**config.mk**
```make
export PLATFORM = sky130hd
export DESIGN_NAME = http_request_uri_host_extract_flat
export DESIGN_NICKNAME = d
export VERILOG_FILES = /design/src/hdl/hruhe_pkg.sv /design/src/hdl/hruhe_if.sv /design/src/hdl/http_request_uri_host_extract.sv /design/src/flat_wrapper.sv
export SDC_FILE = /design/constraint.sdc
export NUM_CORES = 1
export LEC_CHECK = 0
export BUFFER_PORTS_ARGS = -buffer_cell sky130_fd_sc_hd__buf_2
export CAP_MARGIN = 30
export CORE_MARGIN = 10
export CORE_UTILIZATION = 43
export DETAILED_ROUTE_END_ITERATION = 6
export PLACE_DENSITY_LB_ADDON = 0.1
export SLEW_MARGIN = 20
export SYNTH_ARGS = -nofsm -noshare
export SYNTH_HDL_FRONTEND = slang
export SYNTH_SLANG_ARGS = --single-unit
```
**constraint.sdc**
```tcl
create_clock -name clk -period 18 [get_ports clk]
set_input_delay 0 -clock clk [delete_from_list [all_inputs] [get_ports clk]]
set_output_delay 0 -clock clk [all_outputs]
set_load 0.03 [all_outputs]
```
**src/hdl/hruhe_pkg.sv**
```systemverilog
`timescale 1ns / 1ps
`default_nettype none

package hruhe_pkg;

  typedef logic [7:0] byte_t;

  // Line delimiters.
  localparam byte_t CH_CR = 8'h0D;
  localparam byte_t CH_LF = 8'h0A;

  // Lowercase match patterns; input bytes are folded before comparison.
  localparam byte_t PAT_GET  [4] = '{8'h67, 8'h65, 8'h74, 8'h20};
  localparam byte_t PAT_POST [5] = '{8'h70, 8'h6F, 8'h73, 8'h74, 8'h20};
  localparam byte_t PAT_HOST [6] = '{8'h68, 8'h6F, 8'h73, 8'h74, 8'h3A, 8'h20};
  localparam byte_t PAT_TAIL [6] = '{8'h20, 8'h68, 8'h74, 8'h74, 8'h70, 8'h2F};

  // Method prefix lengths, shortest examined lines and lengths to exceed.
  localparam logic [2:0] PLEN_GET    = 3'd4;
  localparam logic [2:0] PLEN_POST   = 3'd5;
  localparam logic [2:0] MINLEN_GET  = 3'd6;
  localparam logic [2:0] MINLEN_POST = 3'd7;
  localparam logic [3:0] WANT_GET    = 4'd14;
  localparam logic [3:0] WANT_POST   = 4'd15;
  localparam logic [3:0] TAIL_LEN    = 4'd9;
  localparam logic [2:0] HOST_PLEN   = 3'd6;

  // Method selection codes.
  localparam logic MODE_GET  = 1'b0;
  localparam logic MODE_POST = 1'b1;

  // ASCII uppercase to lowercase.
  function automatic byte_t fold(input byte_t c);
    if (c >= 8'h41 && c <= 8'h5A) begin
      return c + 8'h20;
    end
    return c;
  endfunction

endpackage

`default_nettype wire

```
**src/hdl/hruhe_if.sv**
```systemverilog
`timescale 1ns / 1ps
`default_nettype none

// Payload byte channel.
interface hruhe_in_if;
  logic       valid;
  logic       ready;
  logic [7:0] data_byte;
  logic       last_byte;

  modport source (output valid, data_byte, last_byte, input ready);
  modport sink (input valid, data_byte, last_byte, output ready);
endinterface

// Per-packet result channel.
interface hruhe_out_if;
  logic        valid;
  logic        ready;
  logic        request_found;
  logic [10:0] uri_offset;
  logic [10:0] uri_length;
  logic        host_found;
  logic [10:0] host_offset;
  logic [10:0] host_length;
  logic        truncated;

  modport source (output valid, request_found, uri_offset, uri_length, host_found,
                  host_offset, host_length, truncated, input ready);
  modport sink (input valid, request_found, uri_offset, uri_length, host_found,
                host_offset, host_length, truncated, output ready);
endinterface

// Method mode register write channel.
interface hruhe_cfg_if;
  logic valid;
  logic ready;
  logic method_mode;

  modport source (output valid, method_mode, input ready);
  modport sink (input valid, method_mode, output ready);
endinterface

`default_nettype wire

```
**src/hdl/http_request_uri_host_extract.sv**
```systemverilog
`timescale 1ns / 1ps
`default_nettype none

// Channel  | Dir | Payload                                        | Beat
// ---------+-----+------------------------------------------------+------------------
// in_bus   | in  | data_byte[7:0], last_byte                      | one packet byte
// out_bus  | out | request_found, uri_offset/length, host_found,  | one per packet
//          |     | host_offset/length, truncated                  |
// cfg_bus  | in  | method_mode                                    | register write
//
// One byte per cycle while no last byte waits: a beat lands in the input
// register and updates the line state in the next cycle. A packet's result
// is registered as its last byte leaves the input register; a last byte waits
// there only while the result register still holds an untaken result. rst_n
// is synchronous; after reset the mode is GET and the packet state is clear.
module http_request_uri_host_extract
  import hruhe_pkg::*;
#(
  parameter int MAX_PACKET_BYTES = 2048
) (
  input  wire          clk,
  input  wire          rst_n,
  hruhe_in_if.sink     in_bus,
  hruhe_out_if.source  out_bus,
  hruhe_cfg_if.sink    cfg_bus
);

  localparam int POS_W = $clog2(MAX_PACKET_BYTES + 1);
  localparam int LW    = (POS_W > 11) ? POS_W : 11;

  // Configuration.
  logic mode_r;

  // Input register.
  logic  s1_vld_r;
  byte_t s1_byte_r;
  logic  s1_last_r;

  // Packet state.
  logic [POS_W-1:0] pos_r, pos_nxt;
  logic [POS_W-1:0] lcnt_r, lcnt_nxt;
  logic [10:0]      lbeg_r, lbeg_nxt;
  logic [1:0]       cand_r, cand_nxt;
  byte_t            tail_r [10];
  byte_t            tail_nxt [10];
  logic             uf_r, uf_nxt;
  logic             hf_r, hf_nxt;
  logic             fin_r, fin_nxt;
  logic             ovf_r, ovf_nxt;
  logic [10:0]      uri_off_r, uri_off_nxt;
  logic [10:0]      uri_len_r, uri_len_nxt;
  logic [10:0]      host_off_r, host_off_nxt;
  logic [10:0]      host_len_r, host_len_nxt;

  // Result register.
  logic        out_vld_r;
  logic        out_req_r;
  logic [10:0] out_uri_off_r;
  logic [10:0] out_uri_len_r;
  logic        out_host_r;
  logic [10:0] out_host_off_r;
  logic [10:0] out_host_len_r;
  logic        out_trunc_r;

  logic adv;
  logic out_free;
  logic pos_full;
  logic take;
  byte_t fbyte;

  // Handshakes: a byte moves on unless it is a last byte facing a full result.
  assign out_free      = !out_vld_r || out_bus.ready;
  assign adv           = s1_vld_r && (!s1_last_r || out_free);
  assign in_bus.ready  = !s1_vld_r || adv;
  assign cfg_bus.ready = 1'b1;

  assign pos_full = (pos_r == POS_W'(MAX_PACKET_BYTES));
  assign take     = !pos_full && !fin_r;
  assign fbyte    = fold(s1_byte_r);

  // Line end evaluation.
  logic             line_cr;
  logic [POS_W-1:0] line_bytes;
  logic [LW-1:0]    len_w;
  logic [LW-1:0]    pos_w;
  logic [2:0]       plen;
  logic             len_ok;
  logic             want_ok;
  logic             tail_ok;
  logic             uri_ok;
  logic [10:0]      uri_off_calc, uri_len_calc, host_off_calc, host_len_calc;

  assign line_cr    = (lcnt_r != '0) && (tail_r[0] == CH_CR);
  assign line_bytes = lcnt_r - POS_W'(line_cr);
  assign len_w      = LW'(line_bytes);
  assign pos_w      = LW'(pos_r);
  assign plen       = (mode_r == MODE_POST) ? PLEN_POST : PLEN_GET;
  assign len_ok     = (mode_r == MODE_POST) ? (line_bytes >= POS_W'(MINLEN_POST))
                                            : (line_bytes >= POS_W'(MINLEN_GET));
  assign want_ok    = (mode_r == MODE_POST) ? (line_bytes > POS_W'(WANT_POST))
                                            : (line_bytes > POS_W'(WANT_GET));

  // " HTTP/" must sit nine bytes before the line end, past a dropped CR.
  always_comb begin
    tail_ok = 1'b1;
    for (int j = 0; j < 6; j++) begin
      if (fold(line_cr ? tail_r[9-j] : tail_r[8-j]) != PAT_TAIL[j]) begin
        tail_ok = 1'b0;
      end
    end
  end

  assign uri_ok        = cand_r[0] && want_ok && tail_ok;
  assign uri_off_calc  = lbeg_r + 11'(plen);
  assign uri_len_calc  = len_w[10:0] - 11'(plen) - 11'(TAIL_LEN);
  assign host_off_calc = lbeg_r + 11'(HOST_PLEN);
  assign host_len_calc = len_w[10:0] - 11'(HOST_PLEN);

  // Per-byte state update.
  always_comb begin
    pos_nxt      = pos_r;
    lcnt_nxt     = lcnt_r;
    lbeg_nxt     = lbeg_r;
    cand_nxt     = cand_r;
    tail_nxt     = tail_r;
    uf_nxt       = uf_r;
    hf_nxt       = hf_r;
    ovf_nxt      = ovf_r | pos_full;
    uri_off_nxt  = uri_off_r;
    uri_len_nxt  = uri_len_r;
    host_off_nxt = host_off_r;
    host_len_nxt = host_len_r;
    if (!pos_full) begin
      pos_nxt = pos_r + 1'b1;
    end
    if (take) begin
      if (s1_byte_r == CH_LF) begin
        if (len_ok) begin
          if (mode_r == MODE_GET) begin
            if (!uf_r && cand_r[0]) begin
              if (uri_ok) begin
                uri_off_nxt = uri_off_calc;
                uri_len_nxt = uri_len_calc;
                uf_nxt      = 1'b1;
              end
            end else if (!hf_r && cand_r[1]) begin
              host_off_nxt = host_off_calc;
              host_len_nxt = host_len_calc;
              hf_nxt       = 1'b1;
            end
          end else begin
            if (uri_ok) begin
              uri_off_nxt = uri_off_calc;
              uri_len_nxt = uri_len_calc;
              uf_nxt      = 1'b1;
            end
            if (cand_r[1]) begin
              host_off_nxt = host_off_calc;
              host_len_nxt = host_len_calc;
              hf_nxt       = 1'b1;
            end
          end
        end
        lbeg_nxt = pos_w[10:0] + 11'd1;
        lcnt_nxt = '0;
        cand_nxt = 2'b11;
      end else begin
        // Prefix candidates die on the first mismatching byte.
        if (mode_r == MODE_POST) begin
          if (lcnt_r < POS_W'(5) && fbyte != PAT_POST[lcnt_r[2:0]]) begin
            cand_nxt[0] = 1'b0;
          end
        end else begin
          if (lcnt_r < POS_W'(4) && fbyte != PAT_GET[lcnt_r[1:0]]) begin
            cand_nxt[0] = 1'b0;
          end
        end
        if (lcnt_r < POS_W'(6) && fbyte != PAT_HOST[lcnt_r[2:0]]) begin
          cand_nxt[1] = 1'b0;
        end
        for (int i = 9; i > 0; i--) begin
          tail_nxt[i] = tail_r[i-1];
        end
        tail_nxt[0] = s1_byte_r;
        lcnt_nxt    = lcnt_r + 1'b1;
      end
    end
    fin_nxt = fin_r | (uf_nxt & hf_nxt);
  end

  // Configuration register.
  always_ff @(posedge clk) begin
    if (!rst_n) begin
      mode_r <= MODE_GET;
    end else if (cfg_bus.valid && cfg_bus.ready) begin
      mode_r <= cfg_bus.method_mode;
    end
  end

  // Input register.
  always_ff @(posedge clk) begin
    if (!rst_n) begin
      s1_vld_r <= 1'b0;
    end else if (in_bus.ready) begin
      s1_vld_r <= in_bus.valid;
    end
  end

  always_ff @(posedge clk) begin
    if (in_bus.ready && in_bus.valid) begin
      s1_byte_r <= in_bus.data_byte;
      s1_last_r <= in_bus.last_byte;
    end
  end

  // Packet state; a last byte clears it for the next packet.
  always_ff @(posedge clk) begin
    if (!rst_n) begin
      pos_r  <= '0;
      lcnt_r <= '0;
      lbeg_r <= '0;
      cand_r <= 2'b11;
      uf_r   <= 1'b0;
      hf_r   <= 1'b0;
      fin_r  <= 1'b0;
      ovf_r  <= 1'b0;
    end else if (adv) begin
      if (s1_last_r) begin
        pos_r  <= '0;
        lcnt_r <= '0;
        lbeg_r <= '0;
        cand_r <= 2'b11;
        uf_r   <= 1'b0;
        hf_r   <= 1'b0;
        fin_r  <= 1'b0;
        ovf_r  <= 1'b0;
      end else begin
        pos_r  <= pos_nxt;
        lcnt_r <= lcnt_nxt;
        lbeg_r <= lbeg_nxt;
        cand_r <= cand_nxt;
        uf_r   <= uf_nxt;
        hf_r   <= hf_nxt;
        fin_r  <= fin_nxt;
        ovf_r  <= ovf_nxt;
      end
    end
  end

  // Line window and match positions are read only once written in the packet.
  always_ff @(posedge clk) begin
    if (adv) begin
      tail_r     <= tail_nxt;
      uri_off_r  <= uri_off_nxt;
      uri_len_r  <= uri_len_nxt;
      host_off_r <= host_off_nxt;
      host_len_r <= host_len_nxt;
    end
  end

  // Result register.
  always_ff @(posedge clk) begin
    if (!rst_n) begin
      out_vld_r <= 1'b0;
    end else if (adv && s1_last_r) begin
      out_vld_r <= 1'b1;
    end else if (out_bus.ready) begin
      out_vld_r <= 1'b0;
    end
  end

  always_ff @(posedge clk) begin
    if (adv && s1_last_r) begin
      out_req_r      <= uf_nxt;
      out_uri_off_r  <= uf_nxt ? uri_off_nxt : 11'd0;
      out_uri_len_r  <= uf_nxt ? uri_len_nxt : 11'd0;
      out_host_r     <= hf_nxt;
      out_host_off_r <= hf_nxt ? host_off_nxt : 11'd0;
      out_host_len_r <= hf_nxt ? host_len_nxt : 11'd0;
      out_trunc_r    <= ovf_nxt;
    end
  end

  assign out_bus.valid         = out_vld_r;
  assign out_bus.request_found = out_req_r;
  assign out_bus.uri_offset    = out_uri_off_r;
  assign out_bus.uri_length    = out_uri_len_r;
  assign out_bus.host_found    = out_host_r;
  assign out_bus.host_offset   = out_host_off_r;
  assign out_bus.host_length   = out_host_len_r;
  assign out_bus.truncated     = out_trunc_r;

endmodule

`default_nettype wire

```
**src/flat_wrapper.sv**
```systemverilog
// flat-port wrapper written by rule: the top's interface ports become plain ports
module http_request_uri_host_extract_flat import hruhe_pkg::*;
#(
  parameter int MAX_PACKET_BYTES = 2048
)
  (clk, rst_n, in_bus_valid, in_bus_data_byte, in_bus_last_byte, in_bus_ready, out_bus_valid, out_bus_request_found, out_bus_uri_offset, out_bus_uri_length, out_bus_host_found, out_bus_host_offset, out_bus_host_length, out_bus_truncated, out_bus_ready, cfg_bus_valid, cfg_bus_method_mode, cfg_bus_ready);
  hruhe_in_if in_bus_i ();
  hruhe_out_if out_bus_i ();
  hruhe_cfg_if cfg_bus_i ();
  input  wire clk;
  input  wire rst_n;
  input wire logic [$bits(in_bus_i.valid)-1:0] in_bus_valid;
  input wire logic [$bits(in_bus_i.data_byte)-1:0] in_bus_data_byte;
  input wire logic [$bits(in_bus_i.last_byte)-1:0] in_bus_last_byte;
  output wire logic [$bits(in_bus_i.ready)-1:0] in_bus_ready;
  output wire logic [$bits(out_bus_i.valid)-1:0] out_bus_valid;
  output wire logic [$bits(out_bus_i.request_found)-1:0] out_bus_request_found;
  output wire logic [$bits(out_bus_i.uri_offset)-1:0] out_bus_uri_offset;
  output wire logic [$bits(out_bus_i.uri_length)-1:0] out_bus_uri_length;
  output wire logic [$bits(out_bus_i.host_found)-1:0] out_bus_host_found;
  output wire logic [$bits(out_bus_i.host_offset)-1:0] out_bus_host_offset;
  output wire logic [$bits(out_bus_i.host_length)-1:0] out_bus_host_length;
  output wire logic [$bits(out_bus_i.truncated)-1:0] out_bus_truncated;
  input wire logic [$bits(out_bus_i.ready)-1:0] out_bus_ready;
  input wire logic [$bits(cfg_bus_i.valid)-1:0] cfg_bus_valid;
  input wire logic [$bits(cfg_bus_i.method_mode)-1:0] cfg_bus_method_mode;
  output wire logic [$bits(cfg_bus_i.ready)-1:0] cfg_bus_ready;
  assign in_bus_i.valid = in_bus_valid;
  assign in_bus_i.data_byte = in_bus_data_byte;
  assign in_bus_i.last_byte = in_bus_last_byte;
  assign in_bus_ready = in_bus_i.ready;
  assign out_bus_valid = out_bus_i.valid;
  assign out_bus_request_found = out_bus_i.request_found;
  assign out_bus_uri_offset = out_bus_i.uri_offset;
  assign out_bus_uri_length = out_bus_i.uri_length;
  assign out_bus_host_found = out_bus_i.host_found;
  assign out_bus_host_offset = out_bus_i.host_offset;
  assign out_bus_host_length = out_bus_i.host_length;
  assign out_bus_truncated = out_bus_i.truncated;
  assign out_bus_i.ready = out_bus_ready;
  assign cfg_bus_i.valid = cfg_bus_valid;
  assign cfg_bus_i.method_mode = cfg_bus_method_mode;
  assign cfg_bus_ready = cfg_bus_i.ready;
  http_request_uri_host_extract #(.MAX_PACKET_BYTES(MAX_PACKET_BYTES)) u_core (.clk(clk), .rst_n(rst_n), .in_bus(in_bus_i), .out_bus(out_bus_i), .cfg_bus(cfg_bus_i));
endmodule
```
# --- After elaboration in Yosys (flattened, before gate mapping) ---
# Memory sizes are Yosys's and may differ from the RTL's.
# Cells that the tools add are included.
totals:
  n_memories: 2
  mem_bits_ro: 128
  reg_bits: 224
  wordCells: 240
  out_inout_bits: 50
memory_table:
  columns: ["name", "depth", "width", "rd", "rd_clocked_by_memory_dff", "wr", "line", "text"]
  rows:
  - ["(no name shown)", 8, 8, 1, 0, 0, "http_request_uri_host_extract.sv:170", "if (lcnt_r < POS_W'(5) && fbyte != PAT_POST[lcnt_r[2:0]]) begin"]
  - ["(no name shown)", 8, 8, 1, 0, 0, "http_request_uri_host_extract.sv:178", "if (lcnt_r < POS_W'(6) && fbyte != PAT_HOST[lcnt_r[2:0]]) begin"]
op_classes:
  bitwise: 6
  n_eq_ne: 14
  n_addsub: 16
  reduce_logical: 41
  n_lt_le_gt_ge: 23
  n_mux: 103
ops:
  columns: ["cell", "n"]
  rows:
  - ["11-bit 2-to-1 mux", 29]
  - ["8-bit 2-to-1 mux", 26]
  - ["12-bit 2-to-1 mux", 5]
  - ["8-bit by 6-bit adder with 8-bit output (second input constant)", 7]
  - ["8-bit by 7-bit >= comparator with 1-bit output (second input constant)", 7]
  - ["8-bit by 7-bit less-or-equal comparator with 1-bit output (second input constant)", 7]
  - ["1-bit 2-to-1 mux", 39]
  - ["12-bit by 3-bit < comparator with 1-bit output (second input constant)", 3]
  - ["8-bit by 7-bit != test with 1-bit output (second input constant)", 4]
  - ["12-bit by 1-bit adder with 12-bit output (second input constant)", 2]
  - ["12-bit by 3-bit >= comparator with 1-bit output (second input constant)", 2]
  - ["12-bit by 4-bit greater-than comparator with 1-bit output (second input constant)", 2]
  - ["8-bit != test", 3]
  - ["1-bit logical AND", 19]
  - ["8-bit binary-select mux with 2-bit select", 1]
  - ["8-bit by 4-bit == test with 1-bit output (second input constant)", 2]
  - ["8-bit by 6-bit != test with 1-bit output (second input constant)", 2]
  - ["12-bit == test (second input constant)", 1]
  - ["12-bit nonzero test", 1]
  - ["12-bit by 1-bit subtractor with 12-bit output", 1]
  - ["11-bit by 1-bit adder with 11-bit output (second input constant)", 1]
  - ["11-bit by 3-bit adder with 11-bit output", 1]
  - ["11-bit by 3-bit adder with 11-bit output (second input constant)", 1]
  - ["11-bit by 3-bit subtractor with 11-bit output", 1]
  - ["20 further kinds", 36]

# --- Longest topological paths before layout ---
# Gate-level depths: netlist of run 1.
depth:
  depth_word: 24
  ltp_mapped: 19
  ltp_nobuf: 17

# --- Worst setup path before layout of run 1 ---
# No wires, ideal clock.
synth_path:
  kind: "flip-flop to flip-flop"
  from: "register u_core.out_vld_r (netlist: u_core.out_bus.valid)"
  to: "register u_core.tail_r[0] (netlist name), enable pin"
  t_required_ns: 17.383
  setup_slack_ns: 9.510
  period_less_slack_ns: 8.490
  setup_time_ns: 0.617
  path_stages_with_launch: 6
  t_arrival_ns: 7.873
  cell_sequence: "dfxtp_1 -> nor2b_1 -> a21boi_0 -> clkbuf_1 -> nand2b_1 -> nor3_1"
synth_between:
  elab_chain_len: 5
synth_rtl:
  columns: ["item", "line", "text"]
  rows:
  - ["from (decl)", "http_request_uri_host_extract.sv:56", "logic out_vld_r;"]
  - ["from (signal assigned)", "http_request_uri_host_extract.sv:264", "out_vld_r <= 1'b0;"]
  - ["from (signal assigned)", "http_request_uri_host_extract.sv:266", "out_vld_r <= 1'b1;"]
  - ["from (signal assigned)", "http_request_uri_host_extract.sv:268", "out_vld_r <= 1'b0;"]
  - ["1-bit zero test", "http_request_uri_host_extract.sv:72", "assign out_free = !out_vld_r || out_bus.ready;"]
  - ["1-bit logical OR", "http_request_uri_host_extract.sv:72", null]
  - ["1-bit logical OR", "http_request_uri_host_extract.sv:73", "assign adv = s1_vld_r && (!s1_last_r || out_free);"]
  - ["1-bit logical AND", "http_request_uri_host_extract.sv:73", null]
  - ["via u_core.adv", "http_request_uri_host_extract.sv:65", "logic adv;"]
  - ["3-bit AND reduction (no line)", null, null]
  - ["to (signal assigned)", "http_request_uri_host_extract.sv:253", "tail_r <= tail_nxt;"]
  - ["to (decl)", "http_request_uri_host_extract.sv:44", "byte_t tail_r [10];"]
# The timed path passes the listed nets, and every way through them passes these cells.
# A chain may end at the register's enable or synchronous reset.

# --- Worst setup path in the final report of run 1 ---
layout_path:
  from: "register u_core.lcnt_r[1]"
  to: "register u_core.out_uri_off_r[10] (netlist: u_core.out_bus.uri_offset[10]) (data pin)"
layout_between:
  elab_chain_len: 21
layout_rtl:
  columns: ["item", "line", "text"]
  rows:
  - ["from (decl)", "http_request_uri_host_extract.sv:41", "logic [POS_W-1:0] lcnt_r, lcnt_nxt;"]
  - ["from (signal assigned)", "http_request_uri_host_extract.sv:239", "lcnt_r <= lcnt_nxt;"]
  - ["12-bit nonzero test", "http_request_uri_host_extract.sv:93", "assign line_cr = (lcnt_r != '0) && (tail_r[0] == CH_CR);"]
  - ["1-bit logical AND", "http_request_uri_host_extract.sv:93", null]
  - ["8-bit 2-to-1 mux", "http_request_uri_host_extract.sv:107", "if (fold(line_cr ? tail_r[9-j] : tail_r[8-j]) != PAT_TAIL[j]) begin"]
  - ["8-bit by 7-bit >= comparator with 1-bit output / 8-bit by 7-bit less-or-equal comparator with 1-bit output (equally long branches)", "hruhe_pkg.sv:34", "if (c >= 8'h41 && c <= 8'h5A) begin"]
  - ["1-bit logical AND", "hruhe_pkg.sv:34", null]
  - ["1-bit 2-to-1 mux", "hruhe_pkg.sv:34", null]
  - ["8-bit 2-to-1 mux", "hruhe_pkg.sv:37", "return c;"]
  - ["8-bit by 6-bit != test with 1-bit output", "http_request_uri_host_extract.sv:107", null]
  - ["1-bit 2-to-1 mux (6 in a row)", "http_request_uri_host_extract.sv:107", null]
  - ["1-bit logical AND", "http_request_uri_host_extract.sv:113", "assign uri_ok = cand_r[0] && want_ok && tail_ok;"]
  - ["11-bit 2-to-1 mux", "http_request_uri_host_extract.sv:141, http_request_uri_host_extract.sv:152", null]
  - ["11-bit 2-to-1 mux", "http_request_uri_host_extract.sv:140", "if (!uf_r && cand_r[0]) begin"]
  - ["11-bit 2-to-1 mux", "http_request_uri_host_extract.sv:139", "if (mode_r == MODE_GET) begin"]
  - ["11-bit 2-to-1 mux (*)", "http_request_uri_host_extract.sv:138", "if (len_ok) begin"]
  - ["11-bit 2-to-1 mux (*)", "http_request_uri_host_extract.sv:137", "if (s1_byte_r == CH_LF) begin"]
  - ["11-bit 2-to-1 mux (*)", "http_request_uri_host_extract.sv:136", "if (take) begin"]
  - ["via u_core.uri_off_nxt[10]", "http_request_uri_host_extract.sv:50", "logic [10:0] uri_off_r, uri_off_nxt;"]
  - ["to (signal assigned)", "http_request_uri_host_extract.sv:275", "out_uri_off_r <= uf_nxt ? uri_off_nxt : 11'd0;"]
  - ["to (decl)", "http_request_uri_host_extract.sv:58", "logic [10:0] out_uri_off_r;"]
# The timed path passes the listed nets; every way through them passes the cells marked *. The select of a mux whose other input is x is not followed.

==> results of run 1 <==
==> final timing paths <==
check        slack (ns)  cells after the start                       endpoint
max               12.60                     16  u_core.out_bus.uri_offset[10]
min                0.19                      2            u_core.s1_byte_r[3]
max reg2reg       12.60                     16  u_core.out_bus.uri_offset[10]
min reg2reg        0.42                      0              u_core.tail_r[60]
==> report_power, final <==
| part | leakage (nW) | total [mW] | switching, mW | internal (mW) |
|---|---|---|---|---|
| Combinational | 2.33 | 0.0468 | 0.0289 | 0.0179 |
| Clock | 0.405 | 0.519 | 0.201 | 0.318 |
| Sequential | 2.01 | 0.582 | 0.00944 | 0.572 |
| Total | 4.74 | 1.15 | 0.240 | 0.908 |
==> state kept, by name (all words and copies together) (netlist names), 2 cells and up <==
name	flops
u_core.s1_byte_r	8
u_core.out_bus.host_offset	11
u_core.out_bus.host_length	11
u_core.uri_len_r	11
u_core.host_off_r	11
u_core.out_bus.uri_length	11
u_core.lcnt_r	12
u_core.uri_off_r	11
u_core.lbeg_r	11
u_core.tail_r	80
u_core.out_bus.uri_offset	11
u_core.pos_r	12
u_core.host_len_r	11
u_core.cand_r	2
==> synth_stat cells, types with 6 or more instances <==
cell type / n / area (um^2)
nor4bb_1: 6 / 60.06
clkbuf_1: 26 / 97.59
nor4_1: 9 / 56.30
buf_6: 6 / 67.56
nand2b_1: 7 / 43.79
nor2_1: 59 / 221.5
and2_1: 6 / 37.54
mux2i_1: 10 / 100.1
nand3_1: 19 / 95.09
and3_1: 8 / 50.05
nor4b_1: 9 / 78.83
xnor2_1: 34 / 297.8
nand2_1: 67 / 251.5
dfxtp_1: 44 / 880.8
o21a_1: 21 / 157.7
a21boi_0: 7 / 52.55
a21oi_1: 32 / 160.2
nand3b_1: 8 / 60.06
nand4_1: 11 / 68.82
edfxtp_1: 180 / 5405
mux2_2: 12 / 135.1
mux2_4: 23 / 345.3
nor2_2: 7 / 43.79
o21ai_0: 24 / 120.1
nor2b_1: 31 / 193.9
inv_1: 51 / 191.4
ha_1: 24 / 300.3
nor3b_1: 7 / 52.55
xor2_1: 28 / 245.2
or3_1: 7 / 43.79
nor3_1: 21 / 105.1
==> metal layers <==
layer | vias up | GRT usage [%] | share of wire, %
met2 | 93 | 23.74 | 48
met4 | 0 | 3.960 | 2.1
met3 | 33 | 2.486 | 3.3
met5 | - | 0 | 0
met1 | 3239 | 19.07 | 47
li1 | 3350 | - | -
==> logic make-up after synthesis <==
logic type | count (synthesis) | share of synthesized area [%]
flops | 224 | 58.71
simple gates | 307 | 15.76
other cells | 1 | 0.03503
buf+inv | 93 | 3.833
xor+xnor | 62 | 5.072
mux | 45 | 5.422
compound gates | 125 | 8.169
fa+ha+maj | 25 | 2.992
==> per-stage QoR <==
stage / area [um^2] / hold WS (ns) / setup WS [ns] / std cells / utilization, %
floorplan: 10710 / 0.09887 / 9.510 / 882 / -
global placement: 11270 / 0.1780 / 12.65 / 1234 / 46.20
detailed placement: 11380 / 0.1785 / 12.66 / 1239 / 46.66
CTS: 12390 / 0.1655 / 12.63 / 1302 / 50.78
global route: 12420 / 0.1820 / 12.12 / 1304 / 50.91
finish: 12420 / 0.1890 / 12.60 / 1304 / 50.91
==> cell type report <==
cell class,count,area [um^2]
fillers,2199,11970
clock buffers,33,665.6
inverters,53,198.9
multi-input cells,565,4026
repair buffers,91,660.6
clock inverters,13,171.4
diodes,1,2.502
flip-flops and latches,224,6286
well taps,324,405.4
==> worst max-delay path: stages, from the launching register on <==
cell and delay [ns]:
dfxtp_1 0.53, inv_1 0.23, ha_1 0.26, nor3b_1 0.14, nand4_1 0.17, nand2_1 0.26
inv_1 0.38, ha_1 0.27, ha_1 0.24, nor3b_1 0.52, nand3_1 0.14, a21oi_1 0.45
nand4_4 0.23, o211ai_4 0.60, buf_16 0.23, mux2_2 0.35, nor2b_1 0.12
==> results.cfg, run 1 <==
[route]
dr.first_iter.drc_count = 361
wl_per_cell_um = 17.46
vias = 6715
via_per_inst = 5.150
dr.pass1.iters = 5
ant_nets = 0
route.detailed.drc = 0
totalWireLength_mm = 22.77

[cells_and_area]
drive_above_1_share_pct = 17.36
fin_nets = 1000
final_cell_mix = edfxtp_1 (180), nand2_1 (67), buf_2 (63), nor2_1 (59), inv_1 (50)
layout_commonest_cell = edfxtp_1
syn_to_final_growth_pct = 15.98

[global_routing]
grt_pass1_vias = 6751
grt_remaining_overflow = 0
antenna_found_initial = 1
grt_first_pass_wirelength_mm = 36.76
grt_max_degree = 81
gr-usage-all-layers_pct = 14.38

[clock_network]
cts_resized = 0
cts_root_buffer = clkbuf_16
clkLatencyLatePin_ns = 0.53
post_cts.repair.setup_buffers = 0
cts-buffers-inserted = 25
cts_tree = yes
cts_max_level = 1
clk_pin_slew_ns = 0.06
cts.sinks = 224
holdBufCountCts = 17
cts_max_path_buffers = 3

[synthesis]
synthesis.nets = 922
syn_area_per_cell_um2 = 12.14
async_reset_ff_share_pct = 0
syn_area_um2 = 10710
synth_edf_count = 180
yosys_warnings = 0
synthFlopType = edfxtp_1
synth_seq_cells = 224
syn_inst = 882
synth-seq-area-share_pct = 58.71
synthDistinctLibCells = 79

[power_and_ir_drop]
power_mw = 1.147
power_density_nw_per_um2 = 92.39
ir_worst_vdd_mv = 0.06717
p_leak_nw = 4.741

[critical_path]
rr_startpoint = u_core.lcnt_r[1]
arrival_ns = 5.66
startpoint_type = register
cp-startpoint = u_core.lcnt_r[1]
crit_required_ns = 18.26
setup.worst_path.class = reg -> reg
cp-end-kind = register
crit_fanout = 13

[sta]
slew_viol_final = 0
finalSetupTns_ns = 0
hold_viol_final = 0
fmax_ghz = 0.1851
period_needed_ns = 5.403
min_period_over_period_pct = 30.02
rsz0062_at_grt = false
worst_pin_slew_ns = 0.9415
relSlewSlack_pct = 37.15
finalClockSkew_ns = 0.01717
setup_viol = 0

[placed_design]
place_congestion = 0.8466
hpwl_mm = 15.44
io_buffers = 63

[worst_hold_path]
min_from = in_bus_data_byte[3]
min_path_type = in -> reg

[die]
die-area_um2 = 31610
start_util_pct = 43.90
rows = 57
pin_count = 65
chipWidth_um = 177.8
coreArea_um2 = 24390
die_height_um = 177.8

[run]
drv_cap = 0

[outcome]
outcome = complete, no violations
Power figures use the tool's default switching activity.
==> run 2: changes to the inputs <==
Clock period 18 ns to 4.6 ns, I/O delays scaled along.
==> results.cfg, run 2 (synthesis gave the netlist of run 1 again) <==
[placed_design]
place_congestion = 0.8316
hpwl_mm = 15.53
pre_cts_ws_ns = 0.2552
dp_cells = 1255
io_buffers = 63

[global_routing]
antenna_found_initial = 0
grt_pass1_vias = 6921
grt_first_pass_wirelength_mm = 36.83
grt_max_degree = 81
grt_remaining_overflow = 0
gr-usage-all-layers_pct = 14.32

[power_and_ir_drop]
swShare_pct = 21.25
power_mw = 4.457
power_density_nw_per_um2 = 357.1
internal_power_mw = 3.510
p_comb_share_pct = 4.2
p_leak_nw = 4.783
ir_worst_vdd_mv = 0.2713
p_switching_mw = 0.9472
pwr-share-seq_pct = 51.0
clkPwrFrac_pct = 44.7

[sta]
period_needed_ns = 4.275
worst_slack_ns = 0.3254
whs_ns = 0.1831
min_period_over_period_pct = 92.93
slew_viol_final = 0
rsz0062_at_grt = false
setup_viol = 0
hold_viol_final = 0
finalSetupTns_ns = 0
relSlewSlack_pct = 41.21
finalClockSkew_ns = 0.01315
worst_pin_slew_ns = 0.8819
fmax_ghz = 0.2339

[critical_path]
startpoint_type = register
setup.worst_path.class = reg -> reg
worstReg2RegEnd = u_core.out_bus.host_length[1]
path_depth = 14
cp-endpoint = u_core.out_bus.host_length[1]
crit_slowest_cell = or4_1
arrival_ns = 4.54
crit_fanout = 18
r2r_setup_slack_ns = 0.33
crit_chain = or4_1 > nor2_1 > nand2_1 > inv_1 > ha_1 > ha_1 > or3b_1 > o31ai_1 > and4_4 > nand4_4 > or2_1 > a41oi_4 > buf_12 > nor2_1
cp-end-kind = register
critPathBufInv = 2
crit_required_ns = 4.87
critPathMaxStageDelay_ns = 0.52
ff2ff_path_depth = 14
rr_startpoint = u_core.tail_r[73]
cp-startpoint = u_core.tail_r[73]
crit_family = simple AND/OR/NAND/NOR gates

[clock_network]
cts_root_buffer = clkbuf_16
cts_resized = 0
cts_tree = yes
cts_max_path_buffers = 3
clkLatencyLatePin_ns = 0.52
clk_pin_slew_ns = 0.06
cts_max_level = 1
cts.sinks = 224
cts-buffers-inserted = 25

[route]
totalWireLength_mm = 22.59
wl_per_cell_um = 17.13
route.detailed.drc = 0
dr.pass1.iters = 5
dr.first_iter.drc_count = 410
vias = 6815
via_per_inst = 5.167
ant_nets = 0

[cells_and_area]
largest_reg_flops = 80
reg.largest.list = u_core.tail_r x80, u_core.lcnt_r x12, u_core.pos_r x12
drive_above_1_share_pct = 18.99
layout.cells.non_filler = 1319
final_cell_mix = edfxtp_1 (180), nand2_1 (67), buf_2 (63), nor2_1 (59), inv_1 (50)
layout_commonest_cell = edfxtp_1
syn_to_final_growth_pct = 16.58
top_register = u_core.tail_r
fin_nets = 1016
n_antenna_cell = 0

[die]
pin_count = 65
start_util_pct = 43.90
coreArea_um2 = 24390
die-area_um2 = 31610
rows = 57
chipWidth_um = 177.8
die_height_um = 177.8

[worst_hold_path]
min_from = in_bus_data_byte[5]
min_path_type = in -> reg
min_path_cells = 2

[run]
drv_cap = 0

[outcome]
outcome = complete, no violations
==> run 2: layout make-up <==
class / instances / area, um^2
multi-input combinational: 565 / 4033
sequential: 224 / 6286
clock buffer: 32 / 671.9
fill: 2189 / 11910
tap: 324 / 405.4
clock inverter: 14 / 148.9
inverter: 53 / 198.9
timing repair buffer: 107 / 738.2
==> run 2: worst register-to-register path, delay by kind of cell (launching register included) <==
family | cells | cell delay [ns]
and+or+nand+nor | 8 | 2.16
AOI/OAI and AO/OA | 2 | 0.72
adders and majority gates | 2 | 0.46
DFF | 1 | 0.37
buffers and inverters | 2 | 0.32
==> run 2: metal layers <==
metal / GRT usage, % / vias up / part of all wire (%)
li1: - / 3382 / -
met1: 18.48 / 3280 / 46
met2: 24.45 / 128 / 49
met3: 2.295 / 25 / 3.7
met4: 3.786 / 0 / 2.0
met5: 0 / - / 0
==> run 2: through the flow <==
step	util, %	cell area (um^2)
6_report	51.17	12480
5_1_grt	51.17	12480
4_1_cts	51.14	12470
3_5_place_dp	47.08	11480
3_3_place_gp	47.05	11480
2_1_floorplan	-	10720
==> run 2: how the worst min path moves through the flow <==
| stage | to | slack (ns) |
|---|---|---|
| 2_1_floorplan | u_core.s1_byte_r[0] | 0.1 |
| 3_3_place_gp | u_core.s1_byte_r[2] | 0.18 |
| 3_5_place_dp | u_core.s1_byte_r[0] | 0.18 |
| 4_1_cts | u_core.s1_byte_r[7] | 0.17 |
| 5_1_grt | u_core.s1_byte_r[5] | 0.17 |
| 6_report | u_core.s1_byte_r[5] | 0.18 |
==> run 2: power groups by stage <==
stage / Clock [mW] / Combinational [mW] / Sequential [mW]
after floorplan: 0 / 0.115 / 2.32
after global placement: 0 / 0.177 / 2.32
after detailed placement: 0 / 0.179 / 2.32
after CTS: 2.04 / 0.191 / 2.28
after global routing: 2.10 / 0.210 / 2.28
final: 1.99 / 0.188 / 2.28
==> run 2: what timing repair did <==
action | in CTS | in global routing
hold endpoints to repair | 36 | 0
buffers inserted | 0 | 1
hold buffers | 17 | 0
setup endpoints to repair | 0 | 3
==> run 3: changes to the inputs <==
Settings changed: PLACE_DENSITY set to 0.71, PLACE_DENSITY_LB_ADDON 0.1 to not set.
==> results.cfg, run 3 (synthesis gave the netlist of run 1 again) <==
[global_routing]
met1_usage_pct = 19.20
antenna_found_initial = 1
gr-usage-all-layers_pct = 13.76
met2_usage_pct = 21.58
grt_first_pass_wirelength_mm = 35.65
grt_use_met3_pct = 2.762
grt_max_degree = 81
grt_pass1_vias = 6702
top_usage_layer = met2
grt_remaining_overflow = 0

[cells_and_area]
drive_above_1_share_pct = 18.57
layout_commonest_cell = edfxtp_1
top_register = u_core.tail_r
largest_reg_flops = 80
syn_to_final_growth_pct = 16.08
final_core_utilization_pct = 50.95
fin_area_um2 = 12430
nFillCells = 2134
fin_nets = 1012
multiInputGateArea_um2 = 4035
reg.largest.list = u_core.tail_r x80, u_core.lcnt_r x12, u_core.pos_r x12
regArea_um2 = 6287
final_cell_mix = edfxtp_1 (180), nand2_1 (67), buf_2 (63), nor2_1 (58), inv_1 (50)
n_antenna_cell = 0

[route]
wl_per_cell_um = 16.63
via_per_inst = 5.185
totalWireLength_mm = 21.86
dr.pass1.iters = 5
route.detailed.drc = 0
ant_nets = 0
dr.first_iter.drc_count = 498
vias = 6818

[placed_design]
io_buffers = 63
place_congestion = 0.8642
placed_cell_area_um2 = 11430
hpwl_mm = 14.99

[die]
rows = 57
coreArea_um2 = 24390
chipWidth_um = 177.8
pin_count = 65
die-area_um2 = 31610
start_util_pct = 43.90
die_height_um = 177.8

[sta]
hold_viol_final = 0
rsz0062_at_grt = false
slew_viol_final = 0
relSlewSlack_pct = 45.00
worst_pin_slew_ns = 0.8239
min_period_over_period_pct = 94.42
finalSetupTns_ns = 0
period_needed_ns = 4.343
finalClockSkew_ns = 0.01750
setup_viol = 0
fmax_ghz = 0.2302

[clock_network]
clkLatencyLatePin_ns = 0.52
cts-buffers-inserted = 25
cts_tree = yes
cts.sinks = 224
cts_max_path_buffers = 3
cts_root_buffer = clkbuf_16
post_cts.repair.setup_buffers = 0
clk_pin_slew_ns = 0.05
cts_max_level = 1

[critical_path]
crit_required_ns = 4.87
startpoint_type = register
arrival_ns = 4.61
setup.worst_path.class = reg -> reg
crit_fanout = 24
cp-end-kind = register

[outcome]
outcome = complete, no violations

[worst_hold_path]
min_path_type = in -> reg

[power_and_ir_drop]
power_density_nw_per_um2 = 348.7
ir_worst_vdd_mv = 0.2500
p_leak_nw = 4.727

[run]
drv_cap = 0
==> run 3: final cells by class <==
cell class / count / area share (%)
Sequential cell: 224 / 50.59
Multi-Input combinational cell: 565 / 32.47
Clock buffer: 40 / 6.051
Timing Repair Buffer: 103 / 5.789
Tap cell: 324 / 3.262
Inverter: 53 / 1.601
Clock inverter: 6 / 0.2416
==> run 3: final timing paths <==
path / to / depth (start not counted) / slack [ns] / start
worst max-delay path: u_core.out_bus.uri_offset[10] / 14 / 0.26 / u_core.tail_r[73]
worst min-delay path: u_core.s1_last_r / 2 / 0.19 / in_bus_last_byte
worst max register to register: u_core.out_bus.uri_offset[10] / 14 / 0.26 / u_core.tail_r[73]
worst min register to register: u_core.tail_r[53] / 0 / 0.41 / u_core.tail_r[61]
==> run 3: per-layer routing <==
metal | vias to the layer above | wire length [um]
li1 | 3373 | -
met1 | 3276 | 10350
met2 | 138 | 10090
met3 | 31 | 1040
met4 | 0 | 384
met5 | - | 0
==> run 3: power by group <==
part / internal, mW / switching [mW] / total (mW)
Clock: 1.11 / 0.756 / 1.87
Sequential: 2.24 / 0.0357 / 2.28
Combinational: 0.0732 / 0.117 / 0.190
Total: 3.43 / 0.909 / 4.33
==> run 3: critical path, stage by stage (launching register included) <==
cell and delay (ns):
edfxtp_1 0.37, or4_1 0.54, nor2_2 0.22, nand2_1 0.10, inv_1 0.09, ha_1 0.21, ha_1 0.25, or3b_1 0.42
o31ai_1 0.36, and4_4 0.35, nand4_4 0.14, o211ai_4 0.22, buf_6 0.30, mux2_2 0.39, nor2b_1 0.13
==> run 3: timing repair <==
item / CTS / global route
endpoints found under the hold margin: 35 / 0
setup endpoints to repair: 0 / 25
hold buffers: 17 / 0
resized for setup: 0 / 4
==> run 3: metrics by stage <==
step	power, mW	hold WS [ns]	std cells	worst slack (ns)
final	4.334	0.1901	1315	0.2569
after global routing	4.479	0.1998	1315	0.05003
after CTS	4.376	0.1799	1313	0.1174
after detailed placement	2.496	0.1781	1250	0.1185
after global placement	2.486	0.1787	1247	0.3323
after floorplan	2.431	0.09887	882	0.1457
